--- src/sv/pen_tip_filter_and_gate_defines.svh ---
// assertion macros for the pen tip filter and gate
`ifndef PEN_TIP_FILTER_AND_GATE_DEFINES_SVH
`define PEN_TIP_FILTER_AND_GATE_DEFINES_SVH

`ifndef SYNTH
`define PTF_ASSERT(name, prop, msg) \
	name: assert property (@(posedge clk) disable iff (!arst_n) prop) else $error(msg);
`define PTF_ASSERT_NR(name, prop, msg) \
	name: assert property (@(posedge clk) prop) else $error(msg);
`else
`define PTF_ASSERT(name, prop, msg)
`define PTF_ASSERT_NR(name, prop, msg)
`endif

`endif

--- src/sv/ptf_pkg.sv ---
package ptf_pkg;

	localparam int HISTORY_TAPS_DEF = 5;

	localparam int DEG90    = 5760;
	localparam int DEG180   = 11520;
	localparam int DEG360   = 23040;
	localparam int MIRROR_X = 11648;
	localparam int MIRROR_Y = 15488;
	localparam int Z_NEAR   = 3200;
	localparam int Z_FAR    = 12800;
	localparam int H_DEN    = Z_FAR - Z_NEAR;

	localparam int CORDIC_STEPS = 16;
	localparam int CRD_W        = 33;
	localparam int ANG_W        = 24;
	localparam logic signed [CRD_W-1:0] CORDIC_GAIN = 33'sd652032875;

	localparam int MUL_W  = 34;
	localparam int PROD_W = 2 * MUL_W;
	localparam int DIV_NW = 40;
	localparam int DIV_DW = 20;

	localparam int WIN_MAX = 262143;
	localparam int WIN_MIN = -262144;

	localparam logic [2:0] REG_SIDE   = 3'd0;
	localparam logic [2:0] REG_STICK  = 3'd1;
	localparam logic [2:0] REG_WWIDTH = 3'd2;
	localparam logic [2:0] REG_WHEIGHT= 3'd3;
	localparam logic [2:0] REG_THRESH = 3'd4;
	localparam logic [2:0] REG_YLOW   = 3'd5;
	localparam logic [2:0] REG_YHIGH  = 3'd6;

	typedef enum logic {OP_MUL, OP_DIV} arith_op_t;

	typedef struct packed {
		logic      start;
		arith_op_t op;
	} arith_ctl_t;

	typedef enum logic [4:0] {
		S_IDLE, S_HGO, S_HWAIT, S_CGO, S_CWAIT, S_DGO, S_DWAIT, S_TGO, S_TWAIT,
		S_SUM, S_AGO, S_AWAIT, S_DIST, S_GATE, S_WXGO, S_WXWAIT, S_WXDGO,
		S_WXDWAIT, S_WYGO, S_WYWAIT, S_WYDGO, S_WYDWAIT, S_PUT
	} state_t;

	function automatic logic [ANG_W-1:0] arc_step(input logic [3:0] i);
		logic [ANG_W-1:0] r;
		case (i)
			4'd0:  r = 24'd737280;
			4'd1:  r = 24'd435242;
			4'd2:  r = 24'd229970;
			4'd3:  r = 24'd116736;
			4'd4:  r = 24'd58595;
			4'd5:  r = 24'd29326;
			4'd6:  r = 24'd14667;
			4'd7:  r = 24'd7334;
			4'd8:  r = 24'd3667;
			4'd9:  r = 24'd1833;
			4'd10: r = 24'd917;
			4'd11: r = 24'd458;
			4'd12: r = 24'd229;
			4'd13: r = 24'd115;
			4'd14: r = 24'd57;
			4'd15: r = 24'd29;
			default: r = '0;
		endcase
		return r;
	endfunction

	function automatic logic signed [15:0] sat16(input logic signed [DIV_NW:0] v);
		logic signed [15:0] r;
		if (v > 41'sd32767)
			r = 16'sh7FFF;
		else if (v < -41'sd32768)
			r = 16'sh8000;
		else
			r = v[15:0];
		return r;
	endfunction

	function automatic logic signed [18:0] sat19(input logic signed [DIV_NW:0] v);
		logic signed [18:0] r;
		if (v > 41'(WIN_MAX))
			r = 19'(WIN_MAX);
		else if (v < 41'(WIN_MIN))
			r = 19'(WIN_MIN);
		else
			r = v[18:0];
		return r;
	endfunction

endpackage

--- src/sv/ptf_arith.sv ---
module ptf_arith import ptf_pkg::*; (
	input  logic                     clk,
	input  logic                     arst_n,
	input  arith_ctl_t               ctl,
	input  logic signed [MUL_W-1:0]  mul_a,
	input  logic signed [MUL_W-1:0]  mul_b,
	input  logic signed [DIV_NW:0]   div_a,
	input  logic [DIV_DW-1:0]        div_b,
	output logic                     done,
	output logic signed [PROD_W-1:0] prod,
	output logic signed [DIV_NW:0]   quo
);
	localparam int CNT_W = $clog2(DIV_NW);

	logic                     busy_q, done_q, neg_q;
	arith_op_t                op_q;
	logic [CNT_W-1:0]         cnt_q;
	logic signed [PROD_W-1:0] acc_q, mcand_q;
	logic [MUL_W-1:0]         mplier_q;
	logic [DIV_DW-1:0]        rem_q, dvs_q;
	logic [DIV_NW-1:0]        quo_q;
	logic [DIV_NW:0]          mag;
	logic [DIV_DW:0]          shifted;
	logic [DIV_DW+1:0]        trial;

	always_comb begin
		if (div_a[DIV_NW])
			mag = (-div_a) + (DIV_NW+1)'(div_b) - 1'b1;
		else
			mag = div_a;
		shifted = {rem_q, quo_q[DIV_NW-1]};
		trial   = {1'b0, shifted} - {2'b00, dvs_q};
	end

	always_ff @(posedge clk or negedge arst_n) begin
		if (!arst_n) begin
			busy_q <= 1'b0;
			done_q <= 1'b0;
			op_q   <= OP_MUL;
			cnt_q  <= '0;
		end else begin
			done_q <= 1'b0;
			if (ctl.start) begin
				busy_q <= 1'b1;
				op_q   <= ctl.op;
				cnt_q  <= '0;
			end else if (busy_q) begin
				cnt_q <= cnt_q + 1'b1;
				if ((op_q == OP_MUL && cnt_q == CNT_W'(MUL_W-1)) ||
				    (op_q == OP_DIV && cnt_q == CNT_W'(DIV_NW-1))) begin
					busy_q <= 1'b0;
					done_q <= 1'b1;
				end
			end
		end
	end

	// shift-add multiply, restoring divide, one bit per cycle
	always_ff @(posedge clk) begin
		if (ctl.start) begin
			acc_q    <= '0;
			mcand_q  <= PROD_W'(mul_a);
			mplier_q <= mul_b;
			neg_q    <= div_a[DIV_NW];
			quo_q    <= mag[DIV_NW-1:0];
			rem_q    <= '0;
			dvs_q    <= div_b;
		end else if (busy_q) begin
			if (op_q == OP_MUL) begin
				if (mplier_q[0]) begin
					if (cnt_q == CNT_W'(MUL_W-1))
						acc_q <= acc_q - mcand_q;
					else
						acc_q <= acc_q + mcand_q;
				end
				mcand_q  <= mcand_q <<< 1;
				mplier_q <= mplier_q >> 1;
			end else begin
				if (!trial[DIV_DW+1]) begin
					rem_q <= trial[DIV_DW-1:0];
					quo_q <= {quo_q[DIV_NW-2:0], 1'b1};
				end else begin
					rem_q <= shifted[DIV_DW-1:0];
					quo_q <= {quo_q[DIV_NW-2:0], 1'b0};
				end
			end
		end
	end

	assign done = done_q;
	assign prod = acc_q;
	assign quo  = neg_q ? -$signed({1'b0, quo_q}) : $signed({1'b0, quo_q});

endmodule

--- src/sv/ptf_cordic.sv ---
module ptf_cordic import ptf_pkg::*; (
	input  logic                    clk,
	input  logic                    arst_n,
	input  logic                    start,
	input  logic signed [15:0]      angle,
	output logic                    done,
	output logic signed [CRD_W-1:0] sin_v,
	output logic signed [CRD_W-1:0] cos_v
);
	logic                    busy_q, done_q, flip_q, flip0;
	logic [3:0]              i_q;
	logic signed [CRD_W-1:0] x_q, y_q, sin_q, cos_q, nx, ny, xs, ys;
	logic signed [ANG_W-1:0] z_q, nz, z0;
	logic signed [16:0]      a0, a1, a2;

	always_comb begin
		a0 = 17'(angle);
		if (a0 > 17'(DEG180))
			a1 = a0 - 17'(DEG360);
		else if (a0 <= -17'(DEG180))
			a1 = a0 + 17'(DEG360);
		else
			a1 = a0;
		// fold into the right half plane
		flip0 = 1'b0;
		a2    = a1;
		if (a1 > 17'(DEG90)) begin
			a2    = a1 - 17'(DEG180);
			flip0 = 1'b1;
		end else if (a1 < -17'(DEG90)) begin
			a2    = a1 + 17'(DEG180);
			flip0 = 1'b1;
		end
		z0 = ANG_W'(a2) <<< 8;
		xs = x_q >>> i_q;
		ys = y_q >>> i_q;
		if (!z_q[ANG_W-1]) begin
			nx = x_q - ys;
			ny = y_q + xs;
			nz = z_q - $signed(arc_step(i_q));
		end else begin
			nx = x_q + ys;
			ny = y_q - xs;
			nz = z_q + $signed(arc_step(i_q));
		end
	end

	always_ff @(posedge clk or negedge arst_n) begin
		if (!arst_n) begin
			busy_q <= 1'b0;
			done_q <= 1'b0;
			i_q    <= '0;
		end else begin
			done_q <= 1'b0;
			if (start) begin
				busy_q <= 1'b1;
				i_q    <= '0;
			end else if (busy_q) begin
				i_q <= i_q + 1'b1;
				if (i_q == 4'(CORDIC_STEPS-1)) begin
					busy_q <= 1'b0;
					done_q <= 1'b1;
				end
			end
		end
	end

	always_ff @(posedge clk) begin
		if (start) begin
			x_q    <= CORDIC_GAIN;
			y_q    <= '0;
			z_q    <= z0;
			flip_q <= flip0;
		end else if (busy_q) begin
			x_q <= nx;
			y_q <= ny;
			z_q <= nz;
			if (i_q == 4'(CORDIC_STEPS-1)) begin
				sin_q <= flip_q ? -ny : ny;
				cos_q <= flip_q ? -nx : nx;
			end
		end
	end

	assign done  = done_q;
	assign sin_v = sin_q;
	assign cos_v = cos_q;

endmodule

--- src/sv/pen_tip_filter_and_gate.sv ---
// channel  | valid / ready               | payload
// sample   | sample_valid / sample_ready | pos_x pos_y pos_z tilt_x tilt_y
// result   | result_valid / result_ready | kind window_x window_y height
// config   | psel penable pwrite pready  | paddr pwdata prdata
//
// one item at a time; a height is computed by the 40-step divider
// a pen point runs two 16-step cordic passes, then seven multiplies
// and up to five divides on one shared shift-add unit
// a rejected pen point is dropped at the gate check and gives no result
// the finished item waits in the output register while the next one is taken
// reset clears control, configuration, history and last emitted tip at once
module pen_tip_filter_and_gate import ptf_pkg::*; #(
	parameter int HISTORY_TAPS = HISTORY_TAPS_DEF
) (
	input  logic               clk,
	input  logic               arst_n,
	input  logic               psel,
	input  logic               penable,
	input  logic               pwrite,
	input  logic [4:0]         paddr,
	input  logic [31:0]        pwdata,
	output logic [31:0]        prdata,
	output logic               pready,
	input  logic               sample_valid,
	output logic               sample_ready,
	input  logic signed [15:0] pos_x,
	input  logic signed [15:0] pos_y,
	input  logic signed [15:0] pos_z,
	input  logic signed [14:0] tilt_x,
	input  logic signed [14:0] tilt_y,
	output logic               result_valid,
	input  logic               result_ready,
	output logic               kind,
	output logic signed [18:0] window_x,
	output logic signed [18:0] window_y,
	output logic [15:0]        height
);
`include "pen_tip_filter_and_gate_defines.svh"

	localparam int IDX_W  = (HISTORY_TAPS > 1) ? $clog2(HISTORY_TAPS) : 1;
	localparam int LAST_I = (HISTORY_TAPS > 2) ? HISTORY_TAPS - 2 : 0;
	localparam int SUM_W  = 17 + $clog2(HISTORY_TAPS);

	state_t state_q, state_d;

	logic        side_q;
	logic [13:0] stick_q;
	logic [12:0] ww_q, wh_q;
	logic [7:0]  thr_q;
	logic signed [15:0] ylow_q, yhigh_q;

	logic signed [15:0] px_q, py_q, pz_q;
	logic signed [14:0] tx_q, ty_q;
	logic signed [15:0] hist_q [HISTORY_TAPS][3];
	logic signed [15:0] last_q [3];
	logic signed [15:0] tip_q [3];
	logic signed [15:0] avg_q [3];
	logic signed [SUM_W-1:0] sum_q [3];
	logic signed [MUL_W-1:0] d_q [3];
	logic signed [CRD_W-1:0] sp_q, st_q, ct_q;
	logic signed [DIV_NW:0]  n_q;
	logic [35:0]        dist_q;
	logic [1:0]         k_q;
	logic [IDX_W-1:0]   i_q;

	logic               res_kind_q;
	logic signed [18:0] res_wx_q, res_wy_q;
	logic [15:0]        res_h_q;
	logic               out_valid_q, out_kind_q;
	logic signed [18:0] out_wx_q, out_wy_q;
	logic [15:0]        out_h_q;

	logic                     cfg_wr, accept, put;
	arith_ctl_t               actl;
	logic signed [MUL_W-1:0]  mul_a, mul_b;
	logic signed [DIV_NW:0]   div_a;
	logic [DIV_DW-1:0]        div_b;
	logic                     arith_done;
	logic signed [PROD_W-1:0] prod, psh, rnd;
	logic signed [DIV_NW:0]   quo;
	logic                     cordic_start, cordic_done;
	logic signed [CRD_W-1:0]  sin_v, cos_v;

	logic signed [17:0] p_v [3];
	logic signed [16:0] ty_e, ry, theta_w, phi_w, negz, zc, den17, dmag, ydiff;
	logic signed [15:0] crd_angle;
	logic signed [DIV_NW:0] h_num, nn;
	logic signed [21:0] zl, l22;
	logic [17:0]        nine_l;
	logic signed [20:0] tsum;
	logic signed [16:0] diff;
	logic signed [33:0] sq;
	logic [15:0]        thr2;
	logic               dneg;

	ptf_arith u_arith (
		.clk    (clk),
		.arst_n (arst_n),
		.ctl    (actl),
		.mul_a  (mul_a),
		.mul_b  (mul_b),
		.div_a  (div_a),
		.div_b  (div_b),
		.done   (arith_done),
		.prod   (prod),
		.quo    (quo)
	);

	ptf_cordic u_cordic (
		.clk    (clk),
		.arst_n (arst_n),
		.start  (cordic_start),
		.angle  (crd_angle),
		.done   (cordic_done),
		.sin_v  (sin_v),
		.cos_v  (cos_v)
	);

	assign cfg_wr       = psel && penable && pwrite;
	assign pready       = 1'b1;
	assign sample_ready = (state_q == S_IDLE);
	assign accept       = sample_valid && sample_ready;
	assign put          = (state_q == S_PUT) && (!out_valid_q || result_ready);

	always_comb begin
		case (paddr[4:2])
			REG_SIDE:    prdata = {31'b0, side_q};
			REG_STICK:   prdata = {18'b0, stick_q};
			REG_WWIDTH:  prdata = {19'b0, ww_q};
			REG_WHEIGHT: prdata = {19'b0, wh_q};
			REG_THRESH:  prdata = {24'b0, thr_q};
			REG_YLOW:    prdata = 32'(ylow_q);
			REG_YHIGH:   prdata = 32'(yhigh_q);
			default:     prdata = '0;
		endcase
	end

	always_ff @(posedge clk or negedge arst_n) begin
		if (!arst_n) begin
			side_q  <= 1'b0;
			stick_q <= 14'd6400;
			ww_q    <= 13'd1024;
			wh_q    <= 13'd768;
			thr_q   <= 8'd38;
			ylow_q  <= -16'sd3200;
			yhigh_q <= 16'sd16000;
		end else if (cfg_wr) begin
			case (paddr[4:2])
				REG_SIDE:    side_q  <= pwdata[0];
				REG_STICK:   stick_q <= pwdata[13:0];
				REG_WWIDTH:  ww_q    <= pwdata[12:0];
				REG_WHEIGHT: wh_q    <= pwdata[12:0];
				REG_THRESH:  thr_q   <= pwdata[7:0];
				REG_YLOW:    ylow_q  <= pwdata[15:0];
				REG_YHIGH:   yhigh_q <= pwdata[15:0];
				default:     ;
			endcase
		end
	end

	// operand preparation
	always_comb begin
		p_v[0]  = 18'(MIRROR_X) - 18'(px_q);
		p_v[1]  = 18'(MIRROR_Y) - 18'(py_q);
		p_v[2]  = 18'(pz_q);
		ty_e    = 17'(ty_q);
		ry      = (!ty_e[16]) ? ty_e - 17'(DEG180) : ty_e + 17'(DEG180);
		theta_w = (!ry[16]) ? 17'(DEG180) - ry : -17'(DEG180) - ry;
		phi_w   = 17'(DEG180) - 17'(tx_q);
		crd_angle = (k_q == 2'd0) ? phi_w[15:0] : theta_w[15:0];

		negz = -17'(pz_q);
		if (negz < 17'(Z_NEAR))
			zc = 17'(Z_NEAR);
		else if (negz > 17'(Z_FAR))
			zc = 17'(Z_FAR);
		else
			zc = negz;
		h_num = $signed({10'b0, 14'(zc - 17'(Z_NEAR)), 17'b0}) + 41'(H_DEN);

		den17 = 17'(yhigh_q) - 17'(ylow_q);
		dneg  = den17[16];
		dmag  = dneg ? -den17 : den17;
		nn    = dneg ? -n_q : n_q;
		ydiff = 17'(avg_q[1]) - 17'(ylow_q);
		l22   = 22'($signed({1'b0, stick_q}));
		zl    = (22'(avg_q[2]) <<< 3) + (22'(avg_q[2]) <<< 1) + (l22 <<< 3) + (l22 <<< 1) + l22;
		nine_l = {1'b0, stick_q, 3'b000} + 18'(stick_q);

		psh  = prod >>> 30;
		rnd  = (prod + (PROD_W'(1) <<< 29)) >>> 30;
		tsum = 21'(p_v[k_q]) + $signed(rnd[20:0]);
		diff = 17'(avg_q[k_q]) - 17'(last_q[k_q]);
		sq   = diff * diff;
		thr2 = thr_q * thr_q;

		mul_a = '0;
		mul_b = '0;
		div_a = '0;
		div_b = '0;
		case (state_q)
			S_HGO: begin
				div_a = h_num;
				div_b = DIV_DW'(2 * H_DEN);
			end
			S_DGO: begin
				mul_a = MUL_W'(sp_q);
				mul_b = (k_q == 2'd0) ? MUL_W'(ct_q) : MUL_W'(st_q);
			end
			S_TGO: begin
				mul_a = d_q[k_q];
				mul_b = MUL_W'($signed({1'b0, stick_q}));
			end
			S_AGO: begin
				div_a = (41'(sum_q[k_q]) <<< 1) + 41'(HISTORY_TAPS);
				div_b = DIV_DW'(2 * HISTORY_TAPS);
			end
			S_WXGO: begin
				mul_a = MUL_W'(ydiff);
				mul_b = MUL_W'($signed({1'b0, ww_q}));
			end
			S_WXDGO: begin
				div_a = (nn <<< 1) + 41'($signed({1'b0, dmag[15:0]}));
				div_b = DIV_DW'({dmag[15:0], 1'b0});
			end
			S_WYGO: begin
				mul_a = MUL_W'(zl);
				mul_b = MUL_W'($signed({1'b0, wh_q}));
			end
			S_WYDGO: begin
				div_a = (n_q <<< 1) + 41'($signed({1'b0, nine_l}));
				div_b = DIV_DW'({nine_l, 1'b0});
			end
			default: ;
		endcase
	end

	always_ff @(posedge clk or negedge arst_n) begin
		if (!arst_n)
			state_q <= S_IDLE;
		else
			state_q <= state_d;
	end

	always_comb begin
		state_d      = state_q;
		actl         = '{start: 1'b0, op: OP_MUL};
		cordic_start = 1'b0;
		case (state_q)
			S_IDLE:
				if (sample_valid)
					state_d = side_q ? S_HGO : S_CGO;
			S_HGO: begin
				actl    = '{start: 1'b1, op: OP_DIV};
				state_d = S_HWAIT;
			end
			S_HWAIT:
				if (arith_done)
					state_d = S_PUT;
			S_CGO: begin
				cordic_start = 1'b1;
				state_d      = S_CWAIT;
			end
			S_CWAIT:
				if (cordic_done)
					state_d = (k_q == 2'd1) ? S_DGO : S_CGO;
			S_DGO: begin
				actl    = '{start: 1'b1, op: OP_MUL};
				state_d = S_DWAIT;
			end
			S_DWAIT:
				if (arith_done)
					state_d = (k_q == 2'd1) ? S_TGO : S_DGO;
			S_TGO: begin
				actl    = '{start: 1'b1, op: OP_MUL};
				state_d = S_TWAIT;
			end
			S_TWAIT:
				if (arith_done)
					state_d = (k_q == 2'd2) ? S_SUM : S_TGO;
			S_SUM:
				if (i_q == IDX_W'(LAST_I))
					state_d = S_AGO;
			S_AGO: begin
				actl    = '{start: 1'b1, op: OP_DIV};
				state_d = S_AWAIT;
			end
			S_AWAIT:
				if (arith_done)
					state_d = (k_q == 2'd2) ? S_DIST : S_AGO;
			S_DIST:
				if (k_q == 2'd2)
					state_d = S_GATE;
			S_GATE:
				state_d = (dist_q > 36'(thr2)) ? S_WXGO : S_IDLE;
			S_WXGO: begin
				actl    = '{start: 1'b1, op: OP_MUL};
				state_d = S_WXWAIT;
			end
			S_WXWAIT:
				if (arith_done)
					state_d = S_WXDGO;
			S_WXDGO:
				if (den17 == '0) begin
					state_d = S_WYGO;
				end else begin
					actl    = '{start: 1'b1, op: OP_DIV};
					state_d = S_WXDWAIT;
				end
			S_WXDWAIT:
				if (arith_done)
					state_d = S_WYGO;
			S_WYGO: begin
				actl    = '{start: 1'b1, op: OP_MUL};
				state_d = S_WYWAIT;
			end
			S_WYWAIT:
				if (arith_done)
					state_d = S_WYDGO;
			S_WYDGO:
				if (stick_q == '0) begin
					state_d = S_PUT;
				end else begin
					actl    = '{start: 1'b1, op: OP_DIV};
					state_d = S_WYDWAIT;
				end
			S_WYDWAIT:
				if (arith_done)
					state_d = S_PUT;
			S_PUT:
				if (!out_valid_q || result_ready)
					state_d = S_IDLE;
			default:
				state_d = S_IDLE;
		endcase
	end

	always_ff @(posedge clk or negedge arst_n) begin
		if (!arst_n) begin
			k_q    <= '0;
			i_q    <= '0;
			last_q <= '{default: '0};
			for (int j = 0; j < HISTORY_TAPS; j++)
				hist_q[j] <= '{default: '0};
		end else begin
			if (accept) begin
				k_q <= '0;
				i_q <= '0;
			end
			if ((state_q == S_CWAIT && cordic_done) || (state_q == S_DWAIT && arith_done))
				k_q <= (k_q == 2'd1) ? 2'd0 : k_q + 2'd1;
			if ((state_q == S_TWAIT || state_q == S_AWAIT) && arith_done)
				k_q <= (k_q == 2'd2) ? 2'd0 : k_q + 2'd1;
			if (state_q == S_DIST)
				k_q <= (k_q == 2'd2) ? 2'd0 : k_q + 2'd1;
			if (state_q == S_SUM)
				i_q <= (i_q == IDX_W'(LAST_I)) ? '0 : i_q + 1'b1;
			if (state_q == S_GATE && dist_q > 36'(thr2)) begin
				hist_q[0] <= tip_q;
				for (int j = 1; j < HISTORY_TAPS; j++)
					hist_q[j] <= hist_q[j-1];
				last_q <= avg_q;
			end
		end
	end

	always_ff @(posedge clk) begin
		if (accept) begin
			px_q       <= pos_x;
			py_q       <= pos_y;
			pz_q       <= pos_z;
			tx_q       <= tilt_x;
			ty_q       <= tilt_y;
			dist_q     <= '0;
			res_kind_q <= side_q;
			res_wx_q   <= '0;
			res_wy_q   <= '0;
			res_h_q    <= '0;
		end
		case (state_q)
			S_HWAIT:
				if (arith_done)
					res_h_q <= (quo > 41'sd65535) ? 16'hFFFF : quo[15:0];
			S_CWAIT:
				if (cordic_done) begin
					if (k_q == 2'd0) begin
						sp_q   <= sin_v;
						d_q[2] <= -MUL_W'(cos_v);
					end else begin
						st_q <= sin_v;
						ct_q <= cos_v;
					end
				end
			S_DWAIT:
				if (arith_done) begin
					if (k_q == 2'd0)
						d_q[0] <= -psh[MUL_W-1:0];
					else
						d_q[1] <= psh[MUL_W-1:0];
				end
			S_TWAIT:
				if (arith_done) begin
					tip_q[k_q] <= sat16(41'(tsum));
					sum_q[k_q] <= SUM_W'(sat16(41'(tsum)));
				end
			S_SUM:
				if (HISTORY_TAPS > 1) begin
					for (int c = 0; c < 3; c++)
						sum_q[c] <= sum_q[c] + SUM_W'(hist_q[i_q][c]);
				end
			S_AWAIT:
				if (arith_done)
					avg_q[k_q] <= sat16(quo);
			S_DIST:
				dist_q <= dist_q + 36'(sq);
			S_WXWAIT, S_WYWAIT:
				if (arith_done)
					n_q <= $signed({prod[DIV_NW-4:0], 4'b0000});
			S_WXDWAIT:
				if (arith_done)
					res_wx_q <= sat19(quo);
			S_WYDWAIT:
				if (arith_done)
					res_wy_q <= sat19(quo);
			default: ;
		endcase
	end

	always_ff @(posedge clk or negedge arst_n) begin
		if (!arst_n)
			out_valid_q <= 1'b0;
		else if (put)
			out_valid_q <= 1'b1;
		else if (result_ready)
			out_valid_q <= 1'b0;
	end

	always_ff @(posedge clk) begin
		if (put) begin
			out_kind_q <= res_kind_q;
			out_wx_q   <= res_wx_q;
			out_wy_q   <= res_wy_q;
			out_h_q    <= res_h_q;
		end
	end

	assign result_valid = out_valid_q;
	assign kind         = out_kind_q;
	assign window_x     = out_wx_q;
	assign window_y     = out_wy_q;
	assign height       = out_h_q;

	`PTF_ASSERT(a_height_item, result_valid && kind |-> window_x == '0 && window_y == '0, "height item with window coordinates")
	`PTF_ASSERT(a_point_item, result_valid && !kind |-> height == '0, "pen point with height")
	`PTF_ASSERT(a_cordic_done, cordic_done |-> state_q == S_CWAIT, "cordic finished unexpectedly")
	`PTF_ASSERT(a_arith_done, arith_done |-> state_q == S_HWAIT || state_q == S_DWAIT || state_q == S_TWAIT || state_q == S_AWAIT || state_q == S_WXWAIT || state_q == S_WXDWAIT || state_q == S_WYWAIT || state_q == S_WYDWAIT, "arith unit finished unexpectedly")
	`PTF_ASSERT(a_one_item, sample_valid && sample_ready |=> !sample_ready, "second item taken while busy")
	`PTF_ASSERT_NR(a_reset_quiet, !arst_n |=> !result_valid, "result shown during reset")

endmodule
--- config.mk ---
export PLATFORM = sky130hd
export DESIGN_NAME = pen_tip_filter_and_gate
export DESIGN_NICKNAME = d
export VERILOG_FILES = /design/src/sv/ptf_pkg.sv /design/src/sv/ptf_arith.sv /design/src/sv/ptf_cordic.sv /design/src/sv/pen_tip_filter_and_gate.sv
export VERILOG_INCLUDE_DIRS = /design/src /design/src/sv
export SDC_FILE = /design/constraint.sdc
export NUM_CORES = 2
export LEC_CHECK = 0
export ABC_AREA = 1
export BUFFER_PORTS_ARGS = -buffer_cell sky130_fd_sc_hd__buf_2
export CAP_MARGIN = 20
export CORE_MARGIN = 4
export CORE_UTILIZATION = 70
export DETAILED_ROUTE_END_ITERATION = 7
export PLACE_DENSITY = 0.88
export REMOVE_ABC_BUFFERS = 1
export SKIP_LAST_GASP = 1
export SLEW_MARGIN = 0
export SYNTH_ARGS = -nofsm -noshare
export SYNTH_HDL_FRONTEND = slang
export SYNTH_SLANG_ARGS = --single-unit
--- constraint.sdc ---
create_clock -name clk -period 23.4 [get_ports clk]
set_input_delay 1.17 -clock clk [delete_from_list [all_inputs] [get_ports clk]]
set_output_delay 1.17 -clock clk [all_outputs]
set_load 0.01 [all_outputs]
==> impl_results.md <==
* Dominant cells by area after synthesis: edfxtp_1 (23%), nand2_1 (10%), dfrtp_1 (8.8%)
* Cts hold-fix bufs at 0
* Post-CTS sizing at 0
* Worst Hold Slack at 0.382 ns
* CP startpoint: k_q[1]
* Max-Cap Viols at 0
* CTS root buf: clkbuf_16
* Final Slew Violations at 0
* Synth Register Bits at 1426
* Detailed-router iteration count before antenna repair at 8
* Cell Pwr Density at 61.8 nW/µm²
* Final hold violations at 0
* CTS tree: built
* Post-DP HPWL at 248 mm
* Worst path required time at 23.96 ns
* DRT iter0 DRCs at 11.7k
* Post-synth cell types at 96
* NetSw at 2.26 mW
* Crit end category: flop
* CP most frequent cell: nand2_1
* Area growth syn-to-layout at 7.62%
* Crit path time final at 13.39 ns
* Post-CTS Setup Bufs at 0
* DRC at 2
* I/O Buffers at 192
* First-pass GRT wire length at 514 mm
* Top Ports at 212
* Status: complete, but fails checks
* Post-synth top area cell: edfxtp_1
* Floorplan core area at 150000 µm²
* Share of cells above drive strength 1 at 6.66%
* Vias per cell at 6.21
* CTS sink cnt at 1426
* Row cnt at 142
* Leading cell types by count after synthesis: nand2_1 (2840), inv_1 (1964), o21ai_0 (1194), nor2_1 (1108), a21oi_1 (959)
* Arrival time worst endpoint at 13.95 ns
* Hold crit path type: input port to asynchronous set/reset pin
* Setup-failing EPs final at 0
* Post-synth EDFFs at 819
* YS warnings at 0
* Detailed-route via count at 97.2k
* CP peak stage delay at 0.56 ns
* DIE HEIGHT at 398 µm
* Worst-Skew Late Latency at 0.82 ns
* Top-count cell post-synth: nand2_1
* Worst Skew at 0.0590 ns
* Final core utilization at 76.1%
* Seq/Total Area, Yosys at 36.5%
* Antenna viol nets, final at 0
* Sequential Power Share at 38.4%
* Vias in the first global route at 94.1k
* Reg-to-reg startpoint: k_q[1]
* Startpoint types: flop
* Post-placement cell count at 15.3k
* WS Path Type: flop to flop
* Global route total overflow at 0
* Synth Cell Area at 106000 µm²
* Worst-margin pin slew at 1.28 ns
* Largest net degree at the start of global routing at 163
* Reg2Reg Depth at 54
* Worst-path clk slew at 0.06 ns
* VDD IR max at 210 µV
* CTS max path bufs at 3
* Crit share post-route at 57.2%
* RSZ-0062 raised after global routing: no
* Initial antenna violation count at 22
* Combinational share of power at 24.7%
* Max Freq at 74.7 MHz
* Clock Power Share at 36.9%
* R2R Path End: dist_q[34]
* Cell count after synthesis at 13.5k
* Failing checks: DRC
* Yosys top cell area share at 23.1%
* Mapped Avg Cell Area at 7.89 µm²
* H-tree levels at 4
* Die area at 158000 µm²
* Initial Utilization at 70.7%
* GPL Wtd Cong at 1.00
* CP max-delay cell: fa_1
* Slew Limit Headroom at 13.9%
* TNS Setup at 0 ns
* Gr usage total at 41.3%
* Fin cells at 15.6k
* Int Pwr at 4.80 mW
* Crit Path Max Fanout at 44
* Sw frac at 32.0%
* Final net count at 14.5k
* Drt total wl at 333 mm
* Avg WL per Cell at 21.3 µm
* Async SR Flop Fraction at 27.7%
* R2R Setup Slk at 10.01 ns
* Num CTS Buffers at 152
* Die X at 398 µm
* Top FF cell, synth: edfxtp_1
* Leak at 53.4 nW
* PnR Total Power at 7.06 mW
-- placed cells by master, fill, tap and decap left out, drive strengths merged, types with 25 or more instances in the layout --
cell type  Yosys  routed
xor2         476     476
a31oi         73      73
a21boi        28      28
clkbuf       302     199
edfxtp       819     819
nand4        113     113
buf          146     313
fa           353     353
nor2        1142    1142
o31ai         25      25
nand2       2890    2890
o21a          38      38
nor3         177     177
dfrtp        373     373
xnor2        138     138
o22ai        107     107
a221oi        53      53
a21oi        963     963
clkinv        17      71
nand3b        29      29
o221ai        34      34
or2           80      80
mux2i         30      30
dfxtp        212     212
o21ai       1283    1283
nor4          64      64
o211ai        41      41
a21o          30      30
nand3        640     640
o21bai        27      27
ha           589     589
inv         1984    1995
-- per-layer routing --
layer	vias up	routed length (µm)	track usage, %
met5	-	65	0
met4	10	21100	22.3
met3	1243	36300	8.94
met1	45300	125000	52.8
met2	5996	151000	65.8
li1	44600	-	-
-- registers in the layout, indices dropped and copies added (netlist names), 34 cells and up --
register          count
d_q                 102
last_q               48
tip_q                48
dist_q               36
u_arith.quo_q        40
u_arith.prod         64
u_arith.mplier_q     34
hist_q              240
u_arith.mcand_q      64
sum_q                76
n_q                  36
avg_q                48
-- final cells by class --
type	count	area [µm²]
Multi-Input combinational cell	9586	58100
Sequential cell	1426	38800
Fill cell	10600	35900
Inverter	2001	7520
Clock buffer	199	4250
Tap cell	2016	2520
Timing Repair Buffer	313	1980
Clock inverter	87	1180
Antenna cell	14	35.0
-- critical path: cells and delay by family (launching register included) --
| kind | cells | cell delay, ns |
|---|---|---|
| AND/OR/NAND/NOR | 18 | 2.57 |
| adder cells (fa/ha/maj) | 9 | 4.08 |
| XOR/XNOR | 1 | 0.28 |
| AO/OA/AOI/OAI | 18 | 4.16 |
| flip-flops | 1 | 0.41 |
| buffers and inverters | 8 | 1.60 |
-- kinds of logic after synthesis --
logic type	count (synthesis)	share of synthesized area, %
flops	1426	36.5
buf+inv	2449	8.98
simple gates	5164	20.6
compound gates	2815	14.8
other cells	1	0.00353
xor+xnor	616	5.12
mux	48	0.473
fa+ha+maj	942	13.6
-- power by group through the flow --
stage | logic [mW] | clock network, mW | registers [mW]
after floorplan | 1.24 | 0 | 2.75
after global placement | 1.62 | 0 | 2.76
after detailed placement | 1.69 | 0 | 2.76
after CTS | 1.71 | 2.61 | 2.71
after global routing | 1.96 | 2.72 | 2.72
final | 1.74 | 2.61 | 2.71
-- how the worst max path moves through the flow --
stage,endpoint,slack [ns]
floorplan,last_q[1],9.10
global placement,dist_q[34],10.83
detailed placement,dist_q[34],10.43
CTS,dist_q[34],10.29
global route,dist_q[34],9.25
finish,dist_q[34],10.01
-- per-stage QoR --
stage	cell area, µm²	worst slack [ns]
6_report	114000	10.01
5_1_grt	114000	9.25
4_1_cts	114000	10.29
3_5_place_dp	109000	10.43
3_3_place_gp	109000	10.83
2_1_floorplan	104000	9.10
Note: power is estimated with default switching activity, not from simulation.
